<file path="src/mac_address_table_assert.svh">
// -----------------------------------------------------------------------------
// mac_address_table assertion macros
// Concurrent assertion shorthands clocked on clk and held off during reset.
// -----------------------------------------------------------------------------
`ifndef MAC_ADDRESS_TABLE_ASSERT_SVH
`define MAC_ADDRESS_TABLE_ASSERT_SVH

// Same-cycle implication.
`define MAT_ASSERT_NOW(label, ante, cons, msg) \
  label: assert property (@(posedge clk) disable iff (!rst_n) (ante) |-> (cons)) \
    else $error(msg);

// Next-cycle implication.
`define MAT_ASSERT_NEXT(label, ante, cons, msg) \
  label: assert property (@(posedge clk) disable iff (!rst_n) (ante) |=> (cons)) \
    else $error(msg);

`endif

</file>
<file path="src/mat_pkg.sv">
// -----------------------------------------------------------------------------
// mat_pkg
// Sizes and command codes of the MAC address learning table.
// -----------------------------------------------------------------------------
package mat_pkg;

  localparam int TABLE_ENTRIES = 64;
  localparam int PORT_COUNT    = 64;

  localparam int CMD_W  = 3;
  localparam int MAC_W  = 48;
  localparam int PORT_W = 6;
  localparam int IDX_W  = (TABLE_ENTRIES > 1) ? $clog2(TABLE_ENTRIES) : 1;
  localparam int SLOT_W = MAC_W + PORT_W;

  localparam logic [CMD_W-1:0] CMD_ADD         = 3'd0;
  localparam logic [CMD_W-1:0] CMD_LOOKUP_MAC  = 3'd1;
  localparam logic [CMD_W-1:0] CMD_LOOKUP_PORT = 3'd2;
  localparam logic [CMD_W-1:0] CMD_REMOVE      = 3'd3;
  localparam logic [CMD_W-1:0] CMD_CLEAR       = 3'd4;

  typedef logic [IDX_W-1:0]  idx_t;
  typedef logic [SLOT_W-1:0] slot_t;

endpackage

</file>
<file path="src/mac_address_table.sv">
// -----------------------------------------------------------------------------
// mac_address_table
// Learned MAC address to port table, scanned one slot per cycle.
// -----------------------------------------------------------------------------
// One request is taken at a time. Add, lookup by address, lookup by port and
// remove by port walk the slot memory from slot 0 upward, one slot per cycle
// through the single read port with registered read data. A request that
// scans the whole table offers its result after the last slot is compared;
// an add or a lookup that hits stops at the matching slot. Clear, unknown
// commands and adds with an out-of-range port skip the scan and go straight
// to the result state. Valid bits live in flip-flops, so reset and clear
// empty the table at once; slot address and port are only read behind a set
// valid bit. The result sits in an output register, so the next request is
// accepted while it waits.
// -----------------------------------------------------------------------------
module mac_address_table (
  input  logic                      clk,
  input  logic                      rst_n,
  input  logic                      in_valid,
  output logic                      in_ready,
  input  logic [mat_pkg::CMD_W-1:0]  in_cmd,
  input  logic [mat_pkg::MAC_W-1:0]  in_mac_addr,
  input  logic [mat_pkg::PORT_W-1:0] in_port_id,
  output logic                      out_valid,
  input  logic                      out_ready,
  output logic                      out_found,
  output logic [mat_pkg::MAC_W-1:0]  out_found_mac,
  output logic [mat_pkg::PORT_W-1:0] out_found_port,
  output logic                      out_table_full
);
  import mat_pkg::*;

  localparam logic [1:0] ST_IDLE = 2'd0;
  localparam logic [1:0] ST_SCAN = 2'd1;
  localparam logic [1:0] ST_FIN  = 2'd2;
  localparam idx_t       LAST_IDX = IDX_W'(TABLE_ENTRIES - 1);

  // Control state
  logic [1:0]              state_r, state_nxt;
  logic                    rd_go_r, rd_go_nxt;
  logic                    cmp_vld_r, cmp_vld_nxt;
  logic                    out_valid_r, out_valid_nxt;
  logic [TABLE_ENTRIES-1:0] valid_r, valid_nxt;

  // Request and result payload
  logic [CMD_W-1:0]  cmd_r, cmd_nxt;
  logic [MAC_W-1:0]  mac_r, mac_nxt;
  logic [PORT_W-1:0] port_r, port_nxt;
  idx_t              rd_idx_r, rd_idx_nxt;
  idx_t              cmp_idx_r, cmp_idx_nxt;
  logic              res_found_r, res_found_nxt;
  logic [MAC_W-1:0]  res_mac_r, res_mac_nxt;
  logic [PORT_W-1:0] res_port_r, res_port_nxt;
  logic              res_full_r, res_full_nxt;
  logic              out_found_r, out_found_nxt;
  logic [MAC_W-1:0]  out_mac_r, out_mac_nxt;
  logic [PORT_W-1:0] out_port_r, out_port_nxt;
  logic              out_full_r, out_full_nxt;

  // Slot memory: address in the upper bits, port in the lower bits
  slot_t             slot_mem [TABLE_ENTRIES];
  slot_t             rd_data_r;
  logic              mem_we;

  logic              in_fire;
  logic              port_ok;
  logic              slot_ok;
  logic              hit;
  logic              finish;
  logic [MAC_W-1:0]  rd_mac;
  logic [PORT_W-1:0] rd_port;

  assign in_ready = (state_r == ST_IDLE);
  assign in_fire  = in_valid && in_ready;
  assign port_ok  = (32'(in_port_id) < PORT_COUNT);

  assign rd_mac  = rd_data_r[SLOT_W-1:PORT_W];
  assign rd_port = rd_data_r[PORT_W-1:0];
  assign slot_ok = valid_r[cmp_idx_r];

  // Match test on the slot whose data just came out of memory
  always_comb begin
    case (cmd_r)
      CMD_ADD:         hit = !slot_ok;
      CMD_LOOKUP_MAC:  hit = slot_ok && (rd_mac == mac_r);
      CMD_LOOKUP_PORT: hit = slot_ok && (rd_port == port_r);
      CMD_REMOVE:      hit = slot_ok && (rd_port == port_r);
      default:         hit = 1'b0;
    endcase
  end

  always_comb begin
    state_nxt     = state_r;
    rd_go_nxt     = rd_go_r;
    cmp_vld_nxt   = 1'b0;
    out_valid_nxt = out_valid_r;
    valid_nxt     = valid_r;
    cmd_nxt       = cmd_r;
    mac_nxt       = mac_r;
    port_nxt      = port_r;
    rd_idx_nxt    = rd_idx_r;
    cmp_idx_nxt   = cmp_idx_r;
    res_found_nxt = res_found_r;
    res_mac_nxt   = res_mac_r;
    res_port_nxt  = res_port_r;
    res_full_nxt  = res_full_r;
    out_found_nxt = out_found_r;
    out_mac_nxt   = out_mac_r;
    out_port_nxt  = out_port_r;
    out_full_nxt  = out_full_r;
    mem_we        = 1'b0;
    finish        = 1'b0;

    // Drain the output register
    if (out_valid_r && out_ready) begin
      out_valid_nxt = 1'b0;
    end

    case (state_r)
      ST_IDLE: begin
        if (in_fire) begin
          cmd_nxt       = in_cmd;
          mac_nxt       = in_mac_addr;
          port_nxt      = in_port_id;
          res_found_nxt = 1'b0;
          res_mac_nxt   = '0;
          res_port_nxt  = '0;
          res_full_nxt  = 1'b0;
          rd_idx_nxt    = '0;
          rd_go_nxt     = 1'b1;
          case (in_cmd)
            CMD_ADD: begin
              state_nxt = port_ok ? ST_SCAN : ST_FIN;
            end
            CMD_LOOKUP_MAC, CMD_LOOKUP_PORT, CMD_REMOVE: begin
              state_nxt = ST_SCAN;
            end
            CMD_CLEAR: begin
              valid_nxt = '0;
              state_nxt = ST_FIN;
            end
            default: begin
              state_nxt = ST_FIN;
            end
          endcase
        end
      end

      ST_SCAN: begin
        // Issue the next slot read
        if (rd_go_r) begin
          cmp_vld_nxt = 1'b1;
          cmp_idx_nxt = rd_idx_r;
          if (rd_idx_r == LAST_IDX) begin
            rd_go_nxt = 1'b0;
          end else begin
            rd_idx_nxt = rd_idx_r + IDX_W'(1);
          end
        end
        // Compare the slot read last cycle
        if (cmp_vld_r) begin
          if (hit) begin
            case (cmd_r)
              CMD_ADD: begin
                mem_we                 = 1'b1;
                valid_nxt[cmp_idx_r]   = 1'b1;
                finish                 = 1'b1;
              end
              CMD_LOOKUP_MAC, CMD_LOOKUP_PORT: begin
                res_found_nxt = 1'b1;
                res_mac_nxt   = rd_mac;
                res_port_nxt  = rd_port;
                finish        = 1'b1;
              end
              CMD_REMOVE: begin
                valid_nxt[cmp_idx_r] = 1'b0;
              end
              default: begin
                finish = 1'b1;
              end
            endcase
          end
          if (cmp_idx_r == LAST_IDX && !finish) begin
            finish       = 1'b1;
            res_full_nxt = (cmd_r == CMD_ADD);
          end
        end
        if (finish) begin
          state_nxt   = ST_FIN;
          rd_go_nxt   = 1'b0;
          cmp_vld_nxt = 1'b0;
        end
      end

      ST_FIN: begin
        // Hand the result over once the output register is free
        if (!out_valid_r || out_ready) begin
          out_valid_nxt = 1'b1;
          out_found_nxt = res_found_r;
          out_mac_nxt   = res_mac_r;
          out_port_nxt  = res_port_r;
          out_full_nxt  = res_full_r;
          state_nxt     = ST_IDLE;
        end
      end

      default: begin
        state_nxt = ST_IDLE;
      end
    endcase
  end

  always_ff @(posedge clk) begin
    if (!rst_n) begin
      state_r     <= ST_IDLE;
      rd_go_r     <= 1'b0;
      cmp_vld_r   <= 1'b0;
      out_valid_r <= 1'b0;
      valid_r     <= '0;
    end else begin
      state_r     <= state_nxt;
      rd_go_r     <= rd_go_nxt;
      cmp_vld_r   <= cmp_vld_nxt;
      out_valid_r <= out_valid_nxt;
      valid_r     <= valid_nxt;
    end
  end

  always_ff @(posedge clk) begin
    cmd_r       <= cmd_nxt;
    mac_r       <= mac_nxt;
    port_r      <= port_nxt;
    rd_idx_r    <= rd_idx_nxt;
    cmp_idx_r   <= cmp_idx_nxt;
    res_found_r <= res_found_nxt;
    res_mac_r   <= res_mac_nxt;
    res_port_r  <= res_port_nxt;
    res_full_r  <= res_full_nxt;
    out_found_r <= out_found_nxt;
    out_mac_r   <= out_mac_nxt;
    out_port_r  <= out_port_nxt;
    out_full_r  <= out_full_nxt;
  end

  // Slot memory: one write port, one registered read port
  always_ff @(posedge clk) begin
    if (mem_we) begin
      slot_mem[cmp_idx_r] <= {mac_r, port_r};
    end
    rd_data_r <= slot_mem[rd_idx_r];
  end

  assign out_valid      = out_valid_r;
  assign out_found      = out_found_r;
  assign out_found_mac  = out_mac_r;
  assign out_found_port = out_port_r;
  assign out_table_full = out_full_r;

`include "mac_address_table_assert.svh"

  `MAT_ASSERT_NOW(a_full_not_found, out_valid_r && out_full_r, !out_found_r,
                  "table_full and found raised together")
  `MAT_ASSERT_NOW(a_miss_zero, out_valid_r && !out_found_r,
                  (out_mac_r == '0) && (out_port_r == '0),
                  "lookup miss carries nonzero address or port")
  `MAT_ASSERT_NOW(a_add_free_slot, mem_we, !valid_r[cmp_idx_r],
                  "add wrote over an occupied slot")
  `MAT_ASSERT_NEXT(a_clear_empties, in_fire && (in_cmd == CMD_CLEAR), valid_r == '0,
                   "clear left valid slots behind")

endmodule

</file>
<file path="config.mk">
export PLATFORM = sky130hd
export DESIGN_NAME = mac_address_table
export DESIGN_NICKNAME = d
export VERILOG_FILES = /design/src/mat_pkg.sv /design/src/mac_address_table.sv
export VERILOG_INCLUDE_DIRS = /design/src /design/src/src
export SDC_FILE = /design/constraint.sdc
export NUM_CORES = 2
export LEC_CHECK = 0
export BUFFER_PORTS_ARGS = -buffer_cell sky130_fd_sc_hd__buf_2
export CORE_ASPECT_RATIO = 0.75
export CORE_MARGIN = 4
export CORE_UTILIZATION = 36
export DETAILED_ROUTE_END_ITERATION = 6
export MAX_ROUTING_LAYER = met4
export SETUP_SLACK_MARGIN = 0.05
export SLEW_MARGIN = 20
export SYNTH_ARGS = -nofsm -noshare
export SYNTH_HDL_FRONTEND = slang
export SYNTH_SLANG_ARGS = --single-unit
export TNS_END_PERCENT = 1
</file>
<file path="constraint.sdc">
create_clock -name clk -period 8.68 [get_ports clk]
set_input_delay 1.736 -clock clk [delete_from_list [all_inputs] [get_ports clk]]
set_output_delay 1.736 -clock clk [all_outputs]
set_load 0.01 [all_outputs]
</file>
==> summary by stage <==
Finish
Fill cells in the final layout number 33,300. The finished cells cover 163,000 um2. In the final layout, the share of cells above drive strength 1 is 0.324.

After the last flow step, the layout net total stands at 6,391. Compared with the post-synthesis result, the final layout area differs by 14.4%.

Setup path
Traced cell by cell, the critical path runs through mux4_2 > a21oi_1 > o221ai_1 > a2111oi_1 > and3_1 > nand2_1 > nor2_4 > buf_4. The endpoint of the lowest-slack register-to-register path is slot_mem[15][24]. The startpoint identified for the worst register-to-register timing path is cmp_idx_r[0].

The register-to-register path setup slack is 2.45 ns. The critical path in this run is classified as register to register. STA puts the critical path data required time at 9.20 ns. The worst setup path is launched from a register. For the worst setup path, the data arrival time is 6.74 ns. The largest incremental delay on the critical path is 0.89 ns. STA classifies the critical path endpoint as a register. The cell with the largest stage delay on the worst path is sky130_fd_sc_hd__nor2_4.

The maximum fanout along the worst path is 35. The count of cells along the worst register-to-register path is 8.

Synth
Counting instances in the post-synthesis netlist gives the leading cell types as sky130_fd_sc_hd__edfxtp_1, sky130_fd_sc_hd__mux4_2, sky130_fd_sc_hd__clkbuf_1, sky130_fd_sc_hd__dfxtp_1, sky130_fd_sc_hd__nand2_1. The synthesized netlist net count is 5,984. The total standard cell area after synthesis is 143,000 um2. The commonest register cell after synthesis is sky130_fd_sc_hd__edfxtp_1. The number of flops mapped to enable cells by yosys is 3,637.

The share of synthesized area in the top cell type comes to 0.766. The synthesized netlist cell count is 5,922. The average instance in the mapped netlist occupies 24.1 um2. The largest area contributor in the netlist is sky130_fd_sc_hd__edfxtp_1. The synthesized flop and latch total is 3,760. The sequential share of the synthesized area is 0.783.

The fraction of registers with async set or reset after synthesis is 0. The most frequent cell after synthesis is sky130_fd_sc_hd__edfxtp_1. Yosys printed 0 warnings.

Sorting the synthesized cells by area gives the leading types as sky130_fd_sc_hd__edfxtp_1, sky130_fd_sc_hd__mux4_2, sky130_fd_sc_hd__dfxtp_1. The synthesized netlist contains 52 unique library cells.

CTS
In this run the clock root is driven by a sky130_fd_sc_hd__clkbuf_16. The TritonCTS sink count is 3,760. After clock tree synthesis, the clock-pin slew on the worst setup and hold paths is 0.07 ns.

The post-CTS repair timing setup buffer count is 0. The number of instances resized during post-cts repair is 0. Buffers inserted to repair hold after CTS numbered 0. TritonCTS built the clock tree.

The TritonCTS buffer count is 358. The longest clock path from root to sink contains 4 buffers. The maximum level of the CTS H-tree is 5. The worst-skew pair later-pin latency is 0.92 ns.

Placement
Port buffering added 118 buffers. The post-placement cell area is 151,000 um2. The weighted congestion reported at the end of routability-driven placement is 0.839.

Detailed placement finished with a half-perimeter wire length of 235 mm.

Route
The detailed-routing iteration count for the pre-antenna-repair pass is 6. The average wire length per cell after detail routing is 33.5 um. Across all layers, the routed design uses 68,900 vias. The number of remaining DRC errors is 0. Dividing the detail-routed via count by the number of cells gives 5.81. The final layout contains routed wiring with a total length of 397 mm.

The remaining antenna violation count after routing is 0. The detailed router finished its first iteration with 11,400 violations.

Die
The starting utilization of the core area is 0.363. The die boundary width is 735 um. The die outline area is 406,000 um2. The number of I/O pins is 119.

Row generation in the floorplan step produced 199 rows. The vertical extent of the die is 553 um. The area of the placeable core is 393,000 um2.

GRT
The via count of the first global-routing pass is 66,400. Summed over all layers, the global routing overflow is 0. Entering global routing, the biggest net connects 121 pins. The aggregate global-route resource usage is 0.198. The number of antenna violations at the first check in global routing was 42. The wire length of the first global-routing pass is 552 mm.

Timing
Setup repair after global routing left no endpoint under its margin. The worst-case headroom to the max-slew limit is 0.204. The transition time at the pin with the least slew margin is 1.19 ns. The worst path needs 6.23 ns of the cycle, external delays included. The setup TNS is 0 ns. For the final database, setup skew stands at 0.0421 ns. Setup violations remaining at the end of the flow were counted as 0. The number of hold-slack violations in the final timing report came to 0. The number of slew-limit violations in the final report is 0. Across all hold checks on the routed design, the worst slack comes to 0.399 ns.

Static timing analysis puts the maximum clock frequency at 161 MHz. The final period utilization is 0.717.

Min path
The source of the worst hold timing path is res_port_r[4]. Counting instances, the worst hold path has a depth of 0. The class of the tightest hold or removal check is register to register. For hold timing, the worst endpoint is out_found_port[4].

Run status
The run finished with clean final reports.

Power and ir drop
The maximum vdd ir drop is 0.178 mV. The leakage dissipation is 49.4 nW. The design draws 40.0 mW. Power spread over the standard cell area amounts to 245 nW/um2.

Flow run
The number of violations of the max-capacitance limit is 0.
flip-flops by register name (all words and copies together) (netlist names):
| signal | count |
|---|---|
| slot_mem | 3456 |
| valid_r | 64 |
| rd_data_r | 54 |
| mac_r | 48 |
| out_found_mac | 48 |
| res_mac_r | 48 |
| cmp_idx_r | 6 |
| out_found_port | 6 |
| port_r | 6 |
| rd_idx_r | 6 |
| res_port_r | 6 |
| cmd_r | 3 |
| state_r | 2 |
| cmp_vld_r | 1 |
| out_found | 1 |
| out_table_full | 1 |
| out_valid | 1 |
| rd_go_r | 1 |
| res_found_r | 1 |
| res_full_r | 1 |
how the worst max path moves through the flow:
stage | to | slack, ns | from | cells after the start
after floorplan | slot_mem[21][0] | 2.03 | cmp_idx_r[1] | 9
after global placement | slot_mem[14][24] | 2.45 | cmp_idx_r[0] | 8
after detailed placement | slot_mem[15][24] | 2.56 | cmp_idx_r[0] | 8
after CTS | slot_mem[15][24] | 2.54 | cmp_idx_r[0] | 8
after global routing | slot_mem[15][24] | 2.19 | cmp_idx_r[0] | 8
final | slot_mem[15][24] | 2.45 | cmp_idx_r[0] | 8
cell usage in the layout, fill, tap and decap left out, types with 4 or more instances in the layout:
cell type                    synthesis  final
sky130_fd_sc_hd__clkbuf_16           0    364
sky130_fd_sc_hd__diode_2             0     14
sky130_fd_sc_hd__nor3_2              1     17
sky130_fd_sc_hd__clkinv_2            0     73
sky130_fd_sc_hd__buf_4               1    237
sky130_fd_sc_hd__nor2_1             96     48
sky130_fd_sc_hd__clkinv_8            0      4
sky130_fd_sc_hd__clkinv_1            1     61
sky130_fd_sc_hd__buf_12              0     26
sky130_fd_sc_hd__a21oi_1            43     42
sky130_fd_sc_hd__a32oi_1            47     47
sky130_fd_sc_hd__bufinv_16           0     35
sky130_fd_sc_hd__nand3_1             7      6
sky130_fd_sc_hd__xor2_1             11     11
sky130_fd_sc_hd__buf_2               9    118
sky130_fd_sc_hd__nand2_2             0      4
sky130_fd_sc_hd__mux2i_1            10     10
sky130_fd_sc_hd__nand2_1           116    112
sky130_fd_sc_hd__edfxtp_1         3637   3637
sky130_fd_sc_hd__nand2b_1            9      7
sky130_fd_sc_hd__nand4_1            12     12
sky130_fd_sc_hd__dfxtp_1           123    122
sky130_fd_sc_hd__clkinvlp_4          0     13
sky130_fd_sc_hd__and2_1             59     58
sky130_fd_sc_hd__and3_1              7      7
sky130_fd_sc_hd__clkinv_16           0      4
sky130_fd_sc_hd__clkinv_4            0      8
sky130_fd_sc_hd__o21ai_0            86     86
sky130_fd_sc_hd__nor3_1             35     18
sky130_fd_sc_hd__clkbuf_1          246     59
sky130_fd_sc_hd__a22oi_1             6      6
sky130_fd_sc_hd__o21ai_1            46     46
sky130_fd_sc_hd__mux4_2           1142   1142
sky130_fd_sc_hd__inv_8               0      4
sky130_fd_sc_hd__xnor2_1            48     47
sky130_fd_sc_hd__clkbuf_8            0     18
sky130_fd_sc_hd__inv_6               0      7
sky130_fd_sc_hd__nor2_4              0     47
sky130_fd_sc_hd__inv_16              0      5
report_power, final:
group	switching (mW)	internal, mW	total [mW]
sequential	0.246	20.2	20.5
clock	6.91	8.95	15.9
combinational	2.23	1.42	3.66
critical path: cells and delay by family, from the launching register on:
family	cells	cell delay [ns]
mux	1	0.61
simple gates	3	2.37
buf+inv	1	0.68
flops	1	0.88
compound gates	3	1.15
logic make-up after synthesis:
kind of cell	after synthesis	synth area share
AOI/OAI and AO/OA	250	0.0106
and+or+nand+nor	361	0.0120
xor gates and xnor gates	59	0.00363
buffers and inverters	339	0.00914
DFF	3760	0.783
muxes	1152	0.181
adders and majority gates	1	0.0000878
final cells by class:
cell class                      count  area (um2)  area share
Clock buffer                      441        9580      0.0587
Multi-Input combinational cell   1823       30100       0.185
Tap cell                         5226        6540      0.0401
Clock inverter                    213        2200      0.0135
Timing Repair Buffer              382        2920      0.0179
Sequential cell                  3760      112000       0.685
Antenna cell                       14        35.0    0.000215
Inverter                            4        16.3   0.0000998
per-layer routing:
metal,GRT usage,part of all wire,vias up
li1,-,-,26300
met1,0.301,0.43,37800
met2,0.277,0.44,4196
met3,0.0397,0.11,502
met4,0.0385,0.019,0
met5,-,0,-
through the flow:
step | worst slack, ns | instances | util
3_3_place_gp | 2.45 | 11200 | 0.384
4_1_cts | 2.54 | 11800 | 0.415
2_1_floorplan | 2.03 | 5922 | -
5_1_grt | 2.19 | 11900 | 0.415
6_report | 2.45 | 11900 | 0.415
3_5_place_dp | 2.56 | 11200 | 0.385
Note: power is estimated with default switching activity, not from simulation.
